[src/hw/rtl/dlf_pkg.sv]
// ----------------------------------------------------------------------------
// Decaying line fit package
// Shared widths, register indexes and the types that travel between the
// front end, the item queue and the arithmetic back end.
// ----------------------------------------------------------------------------
package dlf_pkg;

   // Sample and running sum widths; every sum carries FRAC fractional bits.
   localparam int SAMPLE_W = 16;
   localparam int FRAC     = 16;
   localparam int W_W      = 20;
   localparam int S_W      = SAMPLE_W + 20;
   localparam int P_W      = 2 * SAMPLE_W + 20;
   localparam int PROD_W   = 2 * SAMPLE_W;
   localparam int CFG_W    = 16;
   localparam int OUT_W    = 32;

   // Accumulator, determinant and divider widths.
   localparam int ACC_W = P_W + S_W + 2;
   localparam int NUM_W = ACC_W - 1;
   localparam int DET_W = W_W + P_W + 2;
   localparam int REM_W = DET_W - 1;
   localparam int DVD_W = NUM_W + FRAC;
   localparam int B_W   = S_W + 1;
   localparam int CNT_W = $clog2(DVD_W);

   // Item queue depth.
   localparam int Q_DEPTH = 2;
   localparam int QPTR_W  = $clog2(Q_DEPTH);
   localparam int QCNT_W  = $clog2(Q_DEPTH + 1);

   // Configuration register indexes and reset values.
   localparam int CSR_IDX_W = 1;
   localparam logic [CSR_IDX_W-1:0] CSR_DECAY  = 1'b0;
   localparam logic [CSR_IDX_W-1:0] CSR_THRESH = 1'b1;
   localparam logic [CFG_W-1:0] DECAY_RST  = 16'd53655;
   localparam logic [CFG_W-1:0] THRESH_RST = 16'd0;

   // One queued sample with its precomputed products.
   typedef struct packed {
      logic [SAMPLE_W-1:0] xs;
      logic [SAMPLE_W-1:0] ys;
      logic [PROD_W-1:0]   xx_p;
      logic [PROD_W-1:0]   xy_p;
   } entry_type;

   // Configuration seen by the back end.
   typedef struct packed {
      logic [CFG_W-1:0] decay;
      logic [CFG_W-1:0] thresh;
   } cfg_type;

   // Queue status seen by its neighbors.
   typedef struct packed {
      logic full;
      logic empty;
   } qstat_type;

endpackage

[src/hw/rtl/dlf_front.sv]
// ----------------------------------------------------------------------------
// Decaying line fit front end
// Takes input transfers while the queue has room and forms the squared
// and cross products of each sample before queuing it.
// ----------------------------------------------------------------------------
module dlf_front (
   input  logic                         req_valid,
   output logic                         req_stall,
   input  logic [dlf_pkg::SAMPLE_W-1:0] req_x_sample,
   input  logic [dlf_pkg::SAMPLE_W-1:0] req_y_sample,
   input  dlf_pkg::qstat_type           qstat,
   output logic                         q_push,
   output dlf_pkg::entry_type           q_entry
);
   import dlf_pkg::*;

   logic signed [PROD_W-1:0] xs_e;
   logic signed [PROD_W-1:0] ys_e;
   logic signed [PROD_W-1:0] xx_s;
   logic signed [PROD_W-1:0] xy_s;

   // A transfer is taken whenever the queue can hold it.
   assign req_stall = qstat.full;
   assign q_push    = req_valid & ~qstat.full;

   // Sample products, exact in PROD_W bits.
   always_comb begin
      xs_e = PROD_W'($signed(req_x_sample));
      ys_e = PROD_W'($signed(req_y_sample));
      xx_s = xs_e * xs_e;
      xy_s = xs_e * ys_e;
      q_entry.xs   = req_x_sample;
      q_entry.ys   = req_y_sample;
      q_entry.xx_p = xx_s;
      q_entry.xy_p = xy_s;
   end

endmodule

[src/hw/rtl/dlf_queue.sv]
// ----------------------------------------------------------------------------
// Decaying line fit item queue
// A short first-in first-out buffer that decouples the front end from the
// sequential back end.
// ----------------------------------------------------------------------------
module dlf_queue (
   input  logic               clock,
   input  logic               reset,
   input  logic               q_push,
   input  dlf_pkg::entry_type q_entry,
   input  logic               q_pop,
   output dlf_pkg::entry_type q_head,
   output dlf_pkg::qstat_type qstat
);
   import dlf_pkg::*;

   entry_type         mem_ff [Q_DEPTH];
   logic [QPTR_W-1:0] wr_ptr_ff, wr_ptr_in;
   logic [QPTR_W-1:0] rd_ptr_ff, rd_ptr_in;
   logic [QCNT_W-1:0] cnt_ff, cnt_in;

   assign qstat.full  = (cnt_ff == QCNT_W'(Q_DEPTH));
   assign qstat.empty = (cnt_ff == '0);
   assign q_head      = mem_ff[rd_ptr_ff];

   // Pointer and fill count updates.
   always_comb begin
      wr_ptr_in = wr_ptr_ff;
      rd_ptr_in = rd_ptr_ff;
      cnt_in    = cnt_ff;
      if (q_push) begin
         wr_ptr_in = wr_ptr_ff + 1'b1;
      end
      if (q_pop) begin
         rd_ptr_in = rd_ptr_ff + 1'b1;
      end
      if (q_push && !q_pop) begin
         cnt_in = cnt_ff + 1'b1;
      end else if (!q_push && q_pop) begin
         cnt_in = cnt_ff - 1'b1;
      end
   end

   always_ff @(posedge clock) begin
      if (reset) begin
         wr_ptr_ff <= '0;
         rd_ptr_ff <= '0;
         cnt_ff    <= '0;
      end else begin
         wr_ptr_ff <= wr_ptr_in;
         rd_ptr_ff <= rd_ptr_in;
         cnt_ff    <= cnt_in;
      end
   end

   // Entry storage.
   always_ff @(posedge clock) begin
      if (q_push) begin
         mem_ff[wr_ptr_ff] <= q_entry;
      end
   end

endmodule

[src/hw/rtl/dlf_back.sv]
// ----------------------------------------------------------------------------
// Decaying line fit back end
// Decays and updates the five running sums, forms the determinant and the
// two numerators with a bit-serial multiplier, divides with a restoring
// divider and holds the result in the output register.
// ----------------------------------------------------------------------------
module dlf_back (
   input  logic                      clock,
   input  logic                      reset,
   input  dlf_pkg::cfg_type          cfg,
   input  dlf_pkg::qstat_type        qstat,
   input  dlf_pkg::entry_type        q_head,
   output logic                      q_pop,
   output logic                      rsp_valid,
   input  logic                      rsp_stall,
   output logic [dlf_pkg::OUT_W-1:0] rsp_slope,
   output logic [dlf_pkg::OUT_W-1:0] rsp_intercept,
   output logic                      rsp_fit_valid
);
   import dlf_pkg::*;

   typedef enum logic [6:0] {
      ST_IDLE = 7'b0000001,
      ST_LOAD = 7'b0000010,
      ST_MUL  = 7'b0000100,
      ST_POST = 7'b0001000,
      ST_DIV  = 7'b0010000,
      ST_FIN  = 7'b0100000,
      ST_OUT  = 7'b1000000
   } state_type;

   typedef enum logic [3:0] {
      OP_DW   = 4'd0,
      OP_DX   = 4'd1,
      OP_DY   = 4'd2,
      OP_DXX  = 4'd3,
      OP_DXY  = 4'd4,
      OP_DET0 = 4'd5,
      OP_DET1 = 4'd6,
      OP_SN0  = 4'd7,
      OP_SN1  = 4'd8,
      OP_IN0  = 4'd9,
      OP_IN1  = 4'd10
   } op_type;

   localparam int DEC_LEN = CFG_W + 1;
   localparam int WB_LEN  = W_W + 1;
   localparam int SB_LEN  = S_W;

   // Control state.
   state_type            state_ff, state_in;
   op_type               op_ff, op_in;
   logic [W_W-1:0]       w_ff, w_in;
   logic [S_W-1:0]       x_ff, x_in;
   logic [S_W-1:0]       y_ff, y_in;
   logic [P_W-1:0]       xx_ff, xx_in;
   logic [P_W-1:0]       xy_ff, xy_in;
   logic                 rsp_valid_ff, rsp_valid_in;

   // Datapath registers.
   entry_type            ent_ff, ent_in;
   logic signed [ACC_W-1:0] acc_ff, acc_in;
   logic [ACC_W-1:0]     a_ff, a_in;
   logic [B_W-1:0]       b_ff, b_in;
   logic [CNT_W-1:0]     cnt_ff, cnt_in;
   logic                 sub_ff, sub_in;
   logic [REM_W-1:0]     det_ff, det_in;
   logic [DVD_W-1:0]     dvd_ff, dvd_in;
   logic [REM_W-1:0]     rem_ff, rem_in;
   logic [OUT_W:0]       q_ff, q_in;
   logic                 ovf_ff, ovf_in;
   logic                 neg_ff, neg_in;
   logic [OUT_W-1:0]     slope_ff, slope_in;
   logic [OUT_W-1:0]     inter_ff, inter_in;
   logic                 fit_ff, fit_in;
   logic [OUT_W-1:0]     rsp_slope_ff, rsp_slope_in;
   logic [OUT_W-1:0]     rsp_inter_ff, rsp_inter_in;
   logic                 rsp_fit_ff, rsp_fit_in;

   // Working signals.
   logic [ACC_W-1:0]     a_sel;
   logic [B_W-1:0]       b_sel;
   logic [CNT_W-1:0]     len_sel;
   logic                 clr_sel;
   logic                 sub_sel;
   logic                 neg_term;
   logic signed [ACC_W-1:0] addend;
   logic [W_W:0]         w_add;
   logic signed [S_W:0]  x_add;
   logic signed [S_W:0]  y_add;
   logic [P_W:0]         xx_add;
   logic signed [P_W:0]  xy_add;
   logic [NUM_W-1:0]     mag;
   logic [REM_W+1:0]     trial;
   logic                 ge;
   logic                 out_free;

   // Signed Q16.16 saturation of a quotient magnitude with its sign.
   function automatic logic [OUT_W-1:0] sat_quot(input logic [OUT_W:0] q,
                                                 input logic ovf, input logic neg);
      logic big_pos;
      logic big_neg;
      big_pos = ovf | q[OUT_W] | q[OUT_W-1];
      big_neg = ovf | q[OUT_W] | (q[OUT_W-1] & (|q[OUT_W-2:0]));
      if (neg) begin
         sat_quot = big_neg ? {1'b1, {(OUT_W-1){1'b0}}} : (~q[OUT_W-1:0] + 1'b1);
      end else begin
         sat_quot = big_pos ? {1'b0, {(OUT_W-1){1'b1}}} : q[OUT_W-1:0];
      end
   endfunction

   assign q_pop         = (state_ff == ST_IDLE) && !qstat.empty;
   assign rsp_valid     = rsp_valid_ff;
   assign rsp_slope     = rsp_slope_ff;
   assign rsp_intercept = rsp_inter_ff;
   assign rsp_fit_valid = rsp_fit_ff;
   assign out_free      = !rsp_valid_ff || !rsp_stall;

   // Operand selection for the multiplier, decoded from the current step.
   always_comb begin
      a_sel   = '0;
      b_sel   = B_W'($signed({1'b0, cfg.decay}));
      len_sel = CNT_W'(DEC_LEN - 1);
      clr_sel = 1'b1;
      sub_sel = 1'b0;
      unique case (op_ff)
         OP_DW:   a_sel = ACC_W'({1'b0, w_ff});
         OP_DX:   a_sel = ACC_W'($signed(x_ff));
         OP_DY:   a_sel = ACC_W'($signed(y_ff));
         OP_DXX:  a_sel = ACC_W'({1'b0, xx_ff});
         OP_DXY:  a_sel = ACC_W'($signed(xy_ff));
         OP_DET0: begin
            a_sel   = ACC_W'({1'b0, xx_ff});
            b_sel   = B_W'({1'b0, w_ff});
            len_sel = CNT_W'(WB_LEN - 1);
         end
         OP_DET1: begin
            a_sel   = ACC_W'($signed(x_ff));
            b_sel   = B_W'($signed(x_ff));
            len_sel = CNT_W'(SB_LEN - 1);
            clr_sel = 1'b0;
            sub_sel = 1'b1;
         end
         OP_SN0: begin
            a_sel   = ACC_W'($signed(xy_ff));
            b_sel   = B_W'({1'b0, w_ff});
            len_sel = CNT_W'(WB_LEN - 1);
         end
         OP_SN1: begin
            a_sel   = ACC_W'($signed(y_ff));
            b_sel   = B_W'($signed(x_ff));
            len_sel = CNT_W'(SB_LEN - 1);
            clr_sel = 1'b0;
            sub_sel = 1'b1;
         end
         OP_IN0: begin
            a_sel   = ACC_W'({1'b0, xx_ff});
            b_sel   = B_W'($signed(y_ff));
            len_sel = CNT_W'(SB_LEN - 1);
         end
         OP_IN1: begin
            a_sel   = ACC_W'($signed(xy_ff));
            b_sel   = B_W'($signed(x_ff));
            len_sel = CNT_W'(SB_LEN - 1);
            clr_sel = 1'b0;
            sub_sel = 1'b1;
         end
         default: a_sel = '0;
      endcase
   end

   // Multiplier step, sum update, divider step.
   always_comb begin
      // The top multiplier bit carries negative weight.
      neg_term = sub_ff ^ (cnt_ff == '0);
      addend   = b_ff[0] ? (neg_term ? -$signed(a_ff) : $signed(a_ff)) : '0;

      // Decayed sums plus the new sample, before saturation.
      w_add  = {1'b0, acc_ff[W_W+FRAC-1:FRAC]} + (W_W+1)'(1 << FRAC);
      x_add  = (S_W+1)'($signed(acc_ff[S_W+FRAC-1:FRAC]))
               + (S_W+1)'($signed({ent_ff.xs, {FRAC{1'b0}}}));
      y_add  = (S_W+1)'($signed(acc_ff[S_W+FRAC-1:FRAC]))
               + (S_W+1)'($signed({ent_ff.ys, {FRAC{1'b0}}}));
      xx_add = {1'b0, acc_ff[P_W+FRAC-1:FRAC]} + (P_W+1)'({ent_ff.xx_p, {FRAC{1'b0}}});
      xy_add = (P_W+1)'($signed(acc_ff[P_W+FRAC-1:FRAC]))
               + (P_W+1)'($signed({ent_ff.xy_p, {FRAC{1'b0}}}));

      // Numerator magnitude and the trial subtraction of the divider.
      mag   = acc_ff[ACC_W-1] ? (~acc_ff[NUM_W-1:0] + 1'b1) : acc_ff[NUM_W-1:0];
      trial = {1'b0, rem_ff, dvd_ff[DVD_W-1]} - {2'b00, det_ff};
      ge    = !trial[REM_W+1];
   end

   // Sequencer.
   always_comb begin
      state_in     = state_ff;
      op_in        = op_ff;
      w_in         = w_ff;
      x_in         = x_ff;
      y_in         = y_ff;
      xx_in        = xx_ff;
      xy_in        = xy_ff;
      ent_in       = ent_ff;
      acc_in       = acc_ff;
      a_in         = a_ff;
      b_in         = b_ff;
      cnt_in       = cnt_ff;
      sub_in       = sub_ff;
      det_in       = det_ff;
      dvd_in       = dvd_ff;
      rem_in       = rem_ff;
      q_in         = q_ff;
      ovf_in       = ovf_ff;
      neg_in       = neg_ff;
      slope_in     = slope_ff;
      inter_in     = inter_ff;
      fit_in       = fit_ff;
      rsp_valid_in = rsp_valid_ff;
      rsp_slope_in = rsp_slope_ff;
      rsp_inter_in = rsp_inter_ff;
      rsp_fit_in   = rsp_fit_ff;

      // Output register empties on a result transfer.
      if (rsp_valid_ff && !rsp_stall) begin
         rsp_valid_in = 1'b0;
      end

      unique case (state_ff)
         ST_IDLE: begin
            if (!qstat.empty) begin
               ent_in   = q_head;
               op_in    = OP_DW;
               state_in = ST_LOAD;
            end
         end
         ST_LOAD: begin
            a_in   = a_sel;
            b_in   = b_sel;
            cnt_in = len_sel;
            sub_in = sub_sel;
            if (clr_sel) begin
               acc_in = '0;
            end
            state_in = ST_MUL;
         end
         ST_MUL: begin
            acc_in = acc_ff + addend;
            a_in   = a_ff << 1;
            b_in   = {b_ff[B_W-1], b_ff[B_W-1:1]};
            cnt_in = cnt_ff - 1'b1;
            if (cnt_ff == '0) begin
               state_in = ST_POST;
            end
         end
         ST_POST: begin
            state_in = ST_LOAD;
            unique case (op_ff)
               OP_DW: begin
                  w_in  = w_add[W_W] ? {W_W{1'b1}} : w_add[W_W-1:0];
                  op_in = OP_DX;
               end
               OP_DX: begin
                  if (x_add[S_W] != x_add[S_W-1]) begin
                     x_in = x_add[S_W] ? {1'b1, {(S_W-1){1'b0}}} : {1'b0, {(S_W-1){1'b1}}};
                  end else begin
                     x_in = x_add[S_W-1:0];
                  end
                  op_in = OP_DY;
               end
               OP_DY: begin
                  if (y_add[S_W] != y_add[S_W-1]) begin
                     y_in = y_add[S_W] ? {1'b1, {(S_W-1){1'b0}}} : {1'b0, {(S_W-1){1'b1}}};
                  end else begin
                     y_in = y_add[S_W-1:0];
                  end
                  op_in = OP_DXX;
               end
               OP_DXX: begin
                  xx_in = xx_add[P_W] ? {P_W{1'b1}} : xx_add[P_W-1:0];
                  op_in = OP_DXY;
               end
               OP_DXY: begin
                  if (xy_add[P_W] != xy_add[P_W-1]) begin
                     xy_in = xy_add[P_W] ? {1'b1, {(P_W-1){1'b0}}}
                                         : {1'b0, {(P_W-1){1'b1}}};
                  end else begin
                     xy_in = xy_add[P_W-1:0];
                  end
                  op_in = OP_DET0;
               end
               OP_DET0: op_in = OP_DET1;
               OP_DET1: begin
                  // The determinant must be positive and above the threshold.
                  if (!acc_ff[ACC_W-1] &&
                      (acc_ff[REM_W-1:0] > REM_W'({cfg.thresh, {FRAC{1'b0}}}))) begin
                     det_in = acc_ff[REM_W-1:0];
                     op_in  = OP_SN0;
                  end else begin
                     slope_in = '0;
                     inter_in = '0;
                     fit_in   = 1'b0;
                     state_in = ST_OUT;
                  end
               end
               OP_SN0: op_in = OP_SN1;
               OP_IN0: op_in = OP_IN1;
               OP_SN1, OP_IN1: begin
                  neg_in   = acc_ff[ACC_W-1];
                  dvd_in   = {mag, {FRAC{1'b0}}};
                  rem_in   = '0;
                  q_in     = '0;
                  ovf_in   = 1'b0;
                  cnt_in   = CNT_W'(DVD_W - 1);
                  state_in = ST_DIV;
               end
               default: state_in = ST_IDLE;
            endcase
         end
         ST_DIV: begin
            // One quotient bit per cycle; bits above the output are kept sticky.
            rem_in = ge ? trial[REM_W-1:0] : {rem_ff[REM_W-2:0], dvd_ff[DVD_W-1]};
            q_in   = {q_ff[OUT_W-1:0], ge};
            ovf_in = ovf_ff | q_ff[OUT_W];
            dvd_in = dvd_ff << 1;
            cnt_in = cnt_ff - 1'b1;
            if (cnt_ff == '0) begin
               state_in = ST_FIN;
            end
         end
         ST_FIN: begin
            if (op_ff == OP_SN1) begin
               slope_in = sat_quot(q_ff, ovf_ff, neg_ff);
               op_in    = OP_IN0;
               state_in = ST_LOAD;
            end else begin
               inter_in = sat_quot(q_ff, ovf_ff, neg_ff);
               fit_in   = 1'b1;
               state_in = ST_OUT;
            end
         end
         ST_OUT: begin
            if (out_free) begin
               rsp_valid_in = 1'b1;
               rsp_slope_in = slope_ff;
               rsp_inter_in = inter_ff;
               rsp_fit_in   = fit_ff;
               state_in     = ST_IDLE;
            end
         end
         default: state_in = ST_IDLE;
      endcase
   end

   // Control and sum registers.
   always_ff @(posedge clock) begin
      if (reset) begin
         state_ff     <= ST_IDLE;
         op_ff        <= OP_DW;
         w_ff         <= '0;
         x_ff         <= '0;
         y_ff         <= '0;
         xx_ff        <= '0;
         xy_ff        <= '0;
         rsp_valid_ff <= 1'b0;
      end else begin
         state_ff     <= state_in;
         op_ff        <= op_in;
         w_ff         <= w_in;
         x_ff         <= x_in;
         y_ff         <= y_in;
         xx_ff        <= xx_in;
         xy_ff        <= xy_in;
         rsp_valid_ff <= rsp_valid_in;
      end
   end

   // Datapath and payload registers.
   always_ff @(posedge clock) begin
      ent_ff       <= ent_in;
      acc_ff       <= acc_in;
      a_ff         <= a_in;
      b_ff         <= b_in;
      cnt_ff       <= cnt_in;
      sub_ff       <= sub_in;
      det_ff       <= det_in;
      dvd_ff       <= dvd_in;
      rem_ff       <= rem_in;
      q_ff         <= q_in;
      ovf_ff       <= ovf_in;
      neg_ff       <= neg_in;
      slope_ff     <= slope_in;
      inter_ff     <= inter_in;
      fit_ff       <= fit_in;
      rsp_slope_ff <= rsp_slope_in;
      rsp_inter_ff <= rsp_inter_in;
      rsp_fit_ff   <= rsp_fit_in;
   end

endmodule

[src/hw/rtl/decaying_line_fit.sv]
// ----------------------------------------------------------------------------
// Decaying line fit top level
// Throughput: one item at a time; the bit-serial multiplier (one multiplier
// bit per cycle over up to eleven products) and the restoring divider (two
// quotients per item that is fitted) set the pace. A two-entry queue takes inputs.
// Reset clears the sums and the queue; the decay multiplier is 53655, threshold 0.
// ----------------------------------------------------------------------------
module decaying_line_fit (
   input  logic                          clock,
   input  logic                          reset,
   input  logic                          req_valid,
   output logic                          req_stall,
   input  logic [dlf_pkg::SAMPLE_W-1:0]  req_x_sample,
   input  logic [dlf_pkg::SAMPLE_W-1:0]  req_y_sample,
   output logic                          rsp_valid,
   input  logic                          rsp_stall,
   output logic [dlf_pkg::OUT_W-1:0]     rsp_slope,
   output logic [dlf_pkg::OUT_W-1:0]     rsp_intercept,
   output logic                          rsp_fit_valid,
   input  logic                          csr_write_en,
   input  logic [dlf_pkg::CSR_IDX_W-1:0] csr_index,
   input  logic [dlf_pkg::CFG_W-1:0]     csr_wdata
);
   import dlf_pkg::*;

   logic [CFG_W-1:0] decay_ff, decay_in;
   logic [CFG_W-1:0] thresh_ff, thresh_in;
   cfg_type          cfg;
   qstat_type        qstat;
   logic             q_push;
   logic             q_pop;
   entry_type        q_entry;
   entry_type        q_head;

   // Configuration registers.
   always_comb begin
      decay_in  = decay_ff;
      thresh_in = thresh_ff;
      if (csr_write_en) begin
         unique case (csr_index)
            CSR_DECAY:  decay_in  = csr_wdata;
            CSR_THRESH: thresh_in = csr_wdata;
            default:    decay_in  = decay_ff;
         endcase
      end
   end

   always_ff @(posedge clock) begin
      if (reset) begin
         decay_ff  <= DECAY_RST;
         thresh_ff <= THRESH_RST;
      end else begin
         decay_ff  <= decay_in;
         thresh_ff <= thresh_in;
      end
   end

   assign cfg.decay  = decay_ff;
   assign cfg.thresh = thresh_ff;

   dlf_front u_front (
      .req_valid    (req_valid),
      .req_stall    (req_stall),
      .req_x_sample (req_x_sample),
      .req_y_sample (req_y_sample),
      .qstat        (qstat),
      .q_push       (q_push),
      .q_entry      (q_entry)
   );

   dlf_queue u_queue (
      .clock   (clock),
      .reset   (reset),
      .q_push  (q_push),
      .q_entry (q_entry),
      .q_pop   (q_pop),
      .q_head  (q_head),
      .qstat   (qstat)
   );

   dlf_back u_back (
      .clock         (clock),
      .reset         (reset),
      .cfg           (cfg),
      .qstat         (qstat),
      .q_head        (q_head),
      .q_pop         (q_pop),
      .rsp_valid     (rsp_valid),
      .rsp_stall     (rsp_stall),
      .rsp_slope     (rsp_slope),
      .rsp_intercept (rsp_intercept),
      .rsp_fit_valid (rsp_fit_valid)
   );

   // The front end never writes into a full queue.
   assert property (@(posedge clock) disable iff (reset) q_push |-> !qstat.full)
      else $error("queue written while full");

   // The back end never takes from an empty queue.
   assert property (@(posedge clock) disable iff (reset) q_pop |-> !qstat.empty)
      else $error("queue read while empty");

   // A result without a fit carries zeros.
   assert property (@(posedge clock) disable iff (reset)
      (rsp_valid && !rsp_fit_valid) |-> (rsp_slope == '0 && rsp_intercept == '0))
      else $error("result without fit is not zero");

endmodule

[config.mk]
export PLATFORM = sky130hd
export DESIGN_NAME = decaying_line_fit
export DESIGN_NICKNAME = d
export VERILOG_FILES = /design/src/hw/rtl/dlf_pkg.sv /design/src/hw/rtl/dlf_front.sv /design/src/hw/rtl/dlf_queue.sv /design/src/hw/rtl/dlf_back.sv /design/src/hw/rtl/decaying_line_fit.sv
export SDC_FILE = /design/constraint.sdc
export NUM_CORES = 2
export LEC_CHECK = 0
export BUFFER_PORTS_ARGS = -buffer_cell sky130_fd_sc_hd__buf_2
export CORE_ASPECT_RATIO = 1.75
export CORE_MARGIN = 2
export CORE_UTILIZATION = 59
export CTS_CLUSTER_SIZE = 25
export DETAILED_ROUTE_END_ITERATION = 7
export GPL_TIMING_DRIVEN = 0
export HOLD_SLACK_MARGIN = 0.03
export PLACE_DENSITY = 0.78
export SLEW_MARGIN = 5
export SYNTH_ARGS = -nofsm -noshare
export SYNTH_HDL_FRONTEND = slang
export SYNTH_HIERARCHICAL = 1
export SYNTH_SLANG_ARGS = --single-unit
export TNS_END_PERCENT = 20
[constraint.sdc]
create_clock -name clock -period 9.9 [get_ports clock]
set_input_delay 0.495 -clock clock [delete_from_list [all_inputs] [get_ports clock]]
set_output_delay 0.495 -clock clock [all_outputs]
set_load 0.02 [all_outputs]
==> impl_metrics.yaml <==
run_status:
  status: "finished, violations left"
  failed_checks: "DRC, slew limit"
timing:
  min_period_over_period_pct: 90.6
  drv_slew: 1
  rsz0062_at_grt: "no"
  relSlewSlack_pct: -2.18
  skew_ps: 49.9
  period_minus_slack_ps: 8970
  setup_violations: 0
  fmax_ghz: 0.111
  finalHoldViolCount: 0
  holdWs_ps: 54.0
  worst-slew-pin-transition_ps: 1530
detailed_routing:
  vias_per_cell: 6.33
  first_iter_violations: 5972
  drc: 1
  ant_nets: 0
  drt-pass1-iter-count: 8
  dr_wl_met2_mm: 144
  drt-wirelength-per-cell_um: 27.1
  dr_wl_met3_mm: 20.3
  highest_layer: "met5"
  met1Wirelength_mm: 83.6
  dr_total_vias: 67000
  totalWireLength_mm: 287
worst_setup_path:
  criticalPathCategory: "reg2reg"
  worstPathRequired_ps: 10370
  r2r_cells: 22
  endpoint_kind: "flip-flop"
  startpoint_type: "flip-flop"
  crit_fanout: 10
  critPathArrivalTime_ps: 9440
clocking:
  post_cts_buffers: 0
  cts_max_level: 3
  cts_buffers: 101
  clock_sinks: 1158
  clockBufferDepth: 3
  ctsHoldBuffers: 10
  clock_latency_ps: 770
  cts_tree: "yes"
  cts_resized: 0
  clkTransAtPathRegs_ps: 70
  clockRootBuffer: "clkbuf_16"
pwr:
  total_power_mw: 29.1
  power_frac_comb_pct: 59.3
  switchingPower_mw: 12.7
  p_per_area_mw_per_mm2: 321
  clockPowerShare_pct: 14.3
  power_leakage_nw: 37.0
  switching_share_pct: 43.7
  internal_power_mw: 16.4
  peakVddDrop_v: 0.000519
  power_frac_seq_pct: 26.4
synth:
  netlist_area_sq_mm: 0.0836
  synth_edf_count: 913
  syn_area_per_cell_sq_um: 10.0
  synth.most_common_cell: "edfxtp_1"
  synth_seq_area_share_pct: 38.7
  synthMuxAreaShare_pct: 1.83
  synth_top_area_share_pct: 32.8
  syn_nets: 9377
  synth_flop_cell: "edfxtp_1"
  ys_top_cells_by_area: "edfxtp_1, fa_1, ha_1"
  synthArstFlopShare_pct: 0
  postSynthCellCount: 8361
  synth-simple-area-share_pct: 13.4
  synthAdderAreaFrac_pct: 19.3
  ys_types: 96
  synth_compound_area_share_pct: 15.8
  synth_top_family_by_area: "adder cells"
  synthTopCellsByCount: "edfxtp_1, inv_1, nand2_1"
  yosysWarnings: 6
  synth_seq_cells: 1158
  synth_area_leader_cell: "edfxtp_1"
  synth-xor-area-share_pct: 5.11
layout:
  multi_input_area_sq_mm: 0.0464
  final_core_utilization_pct: 64.6
  fin_nets: 9650
  drive_gt1_share_pct: 7.39
  nFillCells: 11300
  syn_to_final_growth_pct: 8.58
  regArea_sq_mm: 0.0323
placement:
  io_buffers: 118
  place_congestion: 1.07
  hpwlAfterDp_mm: 223
grt:
  grt_first_pass_wirelength_mm: 420
  grt.total_usage_pct: 39.7
  grt_pass1_vias: 68700
  overflow: 0
  antenna_found_initial: 11
  grt_max_degree: 68
floorplan:
  ios: 121
  die_area_sq_mm: 0.145
  chipWidth_um: 289
  rows: 182
  core_area_sq_mm: 0.141
  initial_core_util_pct: 59.5
  die_h_um: 502
flow_run:
  drv_cap: 0
worst_hold_path:
  hold_depth: 3
  hold_path_class: "in2reg"
==> routing by layer <==
layer	global-route usage (%)	vias to the layer above
li1	-	29900
met1	35.0	32300
met3	8.35	1444
met5	0	-
met4	44.0	4
met2	70.3	3336
==> layout by cell type, fill, tap and decap left out, types with 245 or more instances in the layout <==
master	n
edfxtp_1	913
inv_1	783
nand2_1	707
nor2_1	658
a21oi_1	540
fa_1	502
ha_1	460
o21ai_0	433
clkbuf_1	386
and2_1	304
xnor2_1	263
dfxtp_1	245
==> critical path, cell delays in order (launching register included) <==
cell and delay (ps):
edfxtp_1 410, inv_1 90, ha_1 170, nand2_1 120
nor4_2 700, xor2_1 1010, buf_1 700, o21ai_0 250
xnor2_1 200, and2_1 180, ha_1 330, a21o_1 200
a221oi_1 340, o21ai_0 290, a21o_1 300, a2bb2oi_1 710
o21ai_0 350, a21oi_1 540, o21ai_0 590, a211oi_1 740
o31ai_1 200, xnor2_1 180, nor2_1 60
==> registers in the layout, summed over array words and instances, names as in the netlist, 73 cells and up, named ones only <==
| signal | cells |
|---|---|
| u_queue/mem_ff | 192 |
| u_back/ent_ff | 96 |
| u_back/a_ff | 90 |
| u_back/acc_ff | 90 |
| u_back/dvd_ff | 89 |
| u_back/det_ff | 73 |
| u_back/rem_ff | 73 |
==> per-stage QoR <==
step | setup WS (ps) | std cells | TNS [ps] | area (sq um)
after global routing | 716 | 10600 | 0 | 90700
after global placement | -2600 | 10300 | -465320 | 86500
after detailed placement | 1090 | 10400 | 0 | 87100
after CTS | 1060 | 10600 | 0 | 90600
after floorplan | 430 | 8361 | 0 | 83600
final | 927 | 10600 | 0 | 90700
==> cells by family after synthesis <==
kind of cell,count (synthesis)
flops,1158
xor+xnor,487
fa+ha+maj,994
mux,126
buf+inv,1244
compound gates,2014
simple gates,2337
other cells,1
==> final timing paths <==
path         slack [ps]              endpoint                start
min                  50           decay_ff[7]         csr_wdata[7]
max                 930     u_back/acc_ff[88]     u_back/cnt_ff[0]
max reg2reg         930     u_back/acc_ff[88]     u_back/cnt_ff[0]
min reg2reg         420  u_back/rsp_slope[29]  u_back/slope_ff[29]
==> power groups by stage <==
| stage | clock network, mW | logic (mW) | registers (mW) |
|---|---|---|---|
| 5_1_grt | 4.36 | 19.2 | 7.72 |
| 2_1_floorplan | 0 | 12.8 | 7.63 |
| 6_report | 4.17 | 17.3 | 7.69 |
| 3_3_place_gp | 0 | 16.2 | 7.87 |
| 4_1_cts | 4.20 | 17.0 | 7.67 |
| 3_5_place_dp | 0 | 16.9 | 7.76 |
==> cell type report <==
type                       instances  area share, %
inverter                         783           3.24
antenna                           14         0.0386
buffer                           461           2.24
multi-input combinational       5959           51.1
sequential                      1158           35.6
timing repair buffer             170           1.37
tap                             1840           2.54
clock inverter                    79          0.984
clock buffer                     110           2.82
Power figures use the tool's default switching activity.
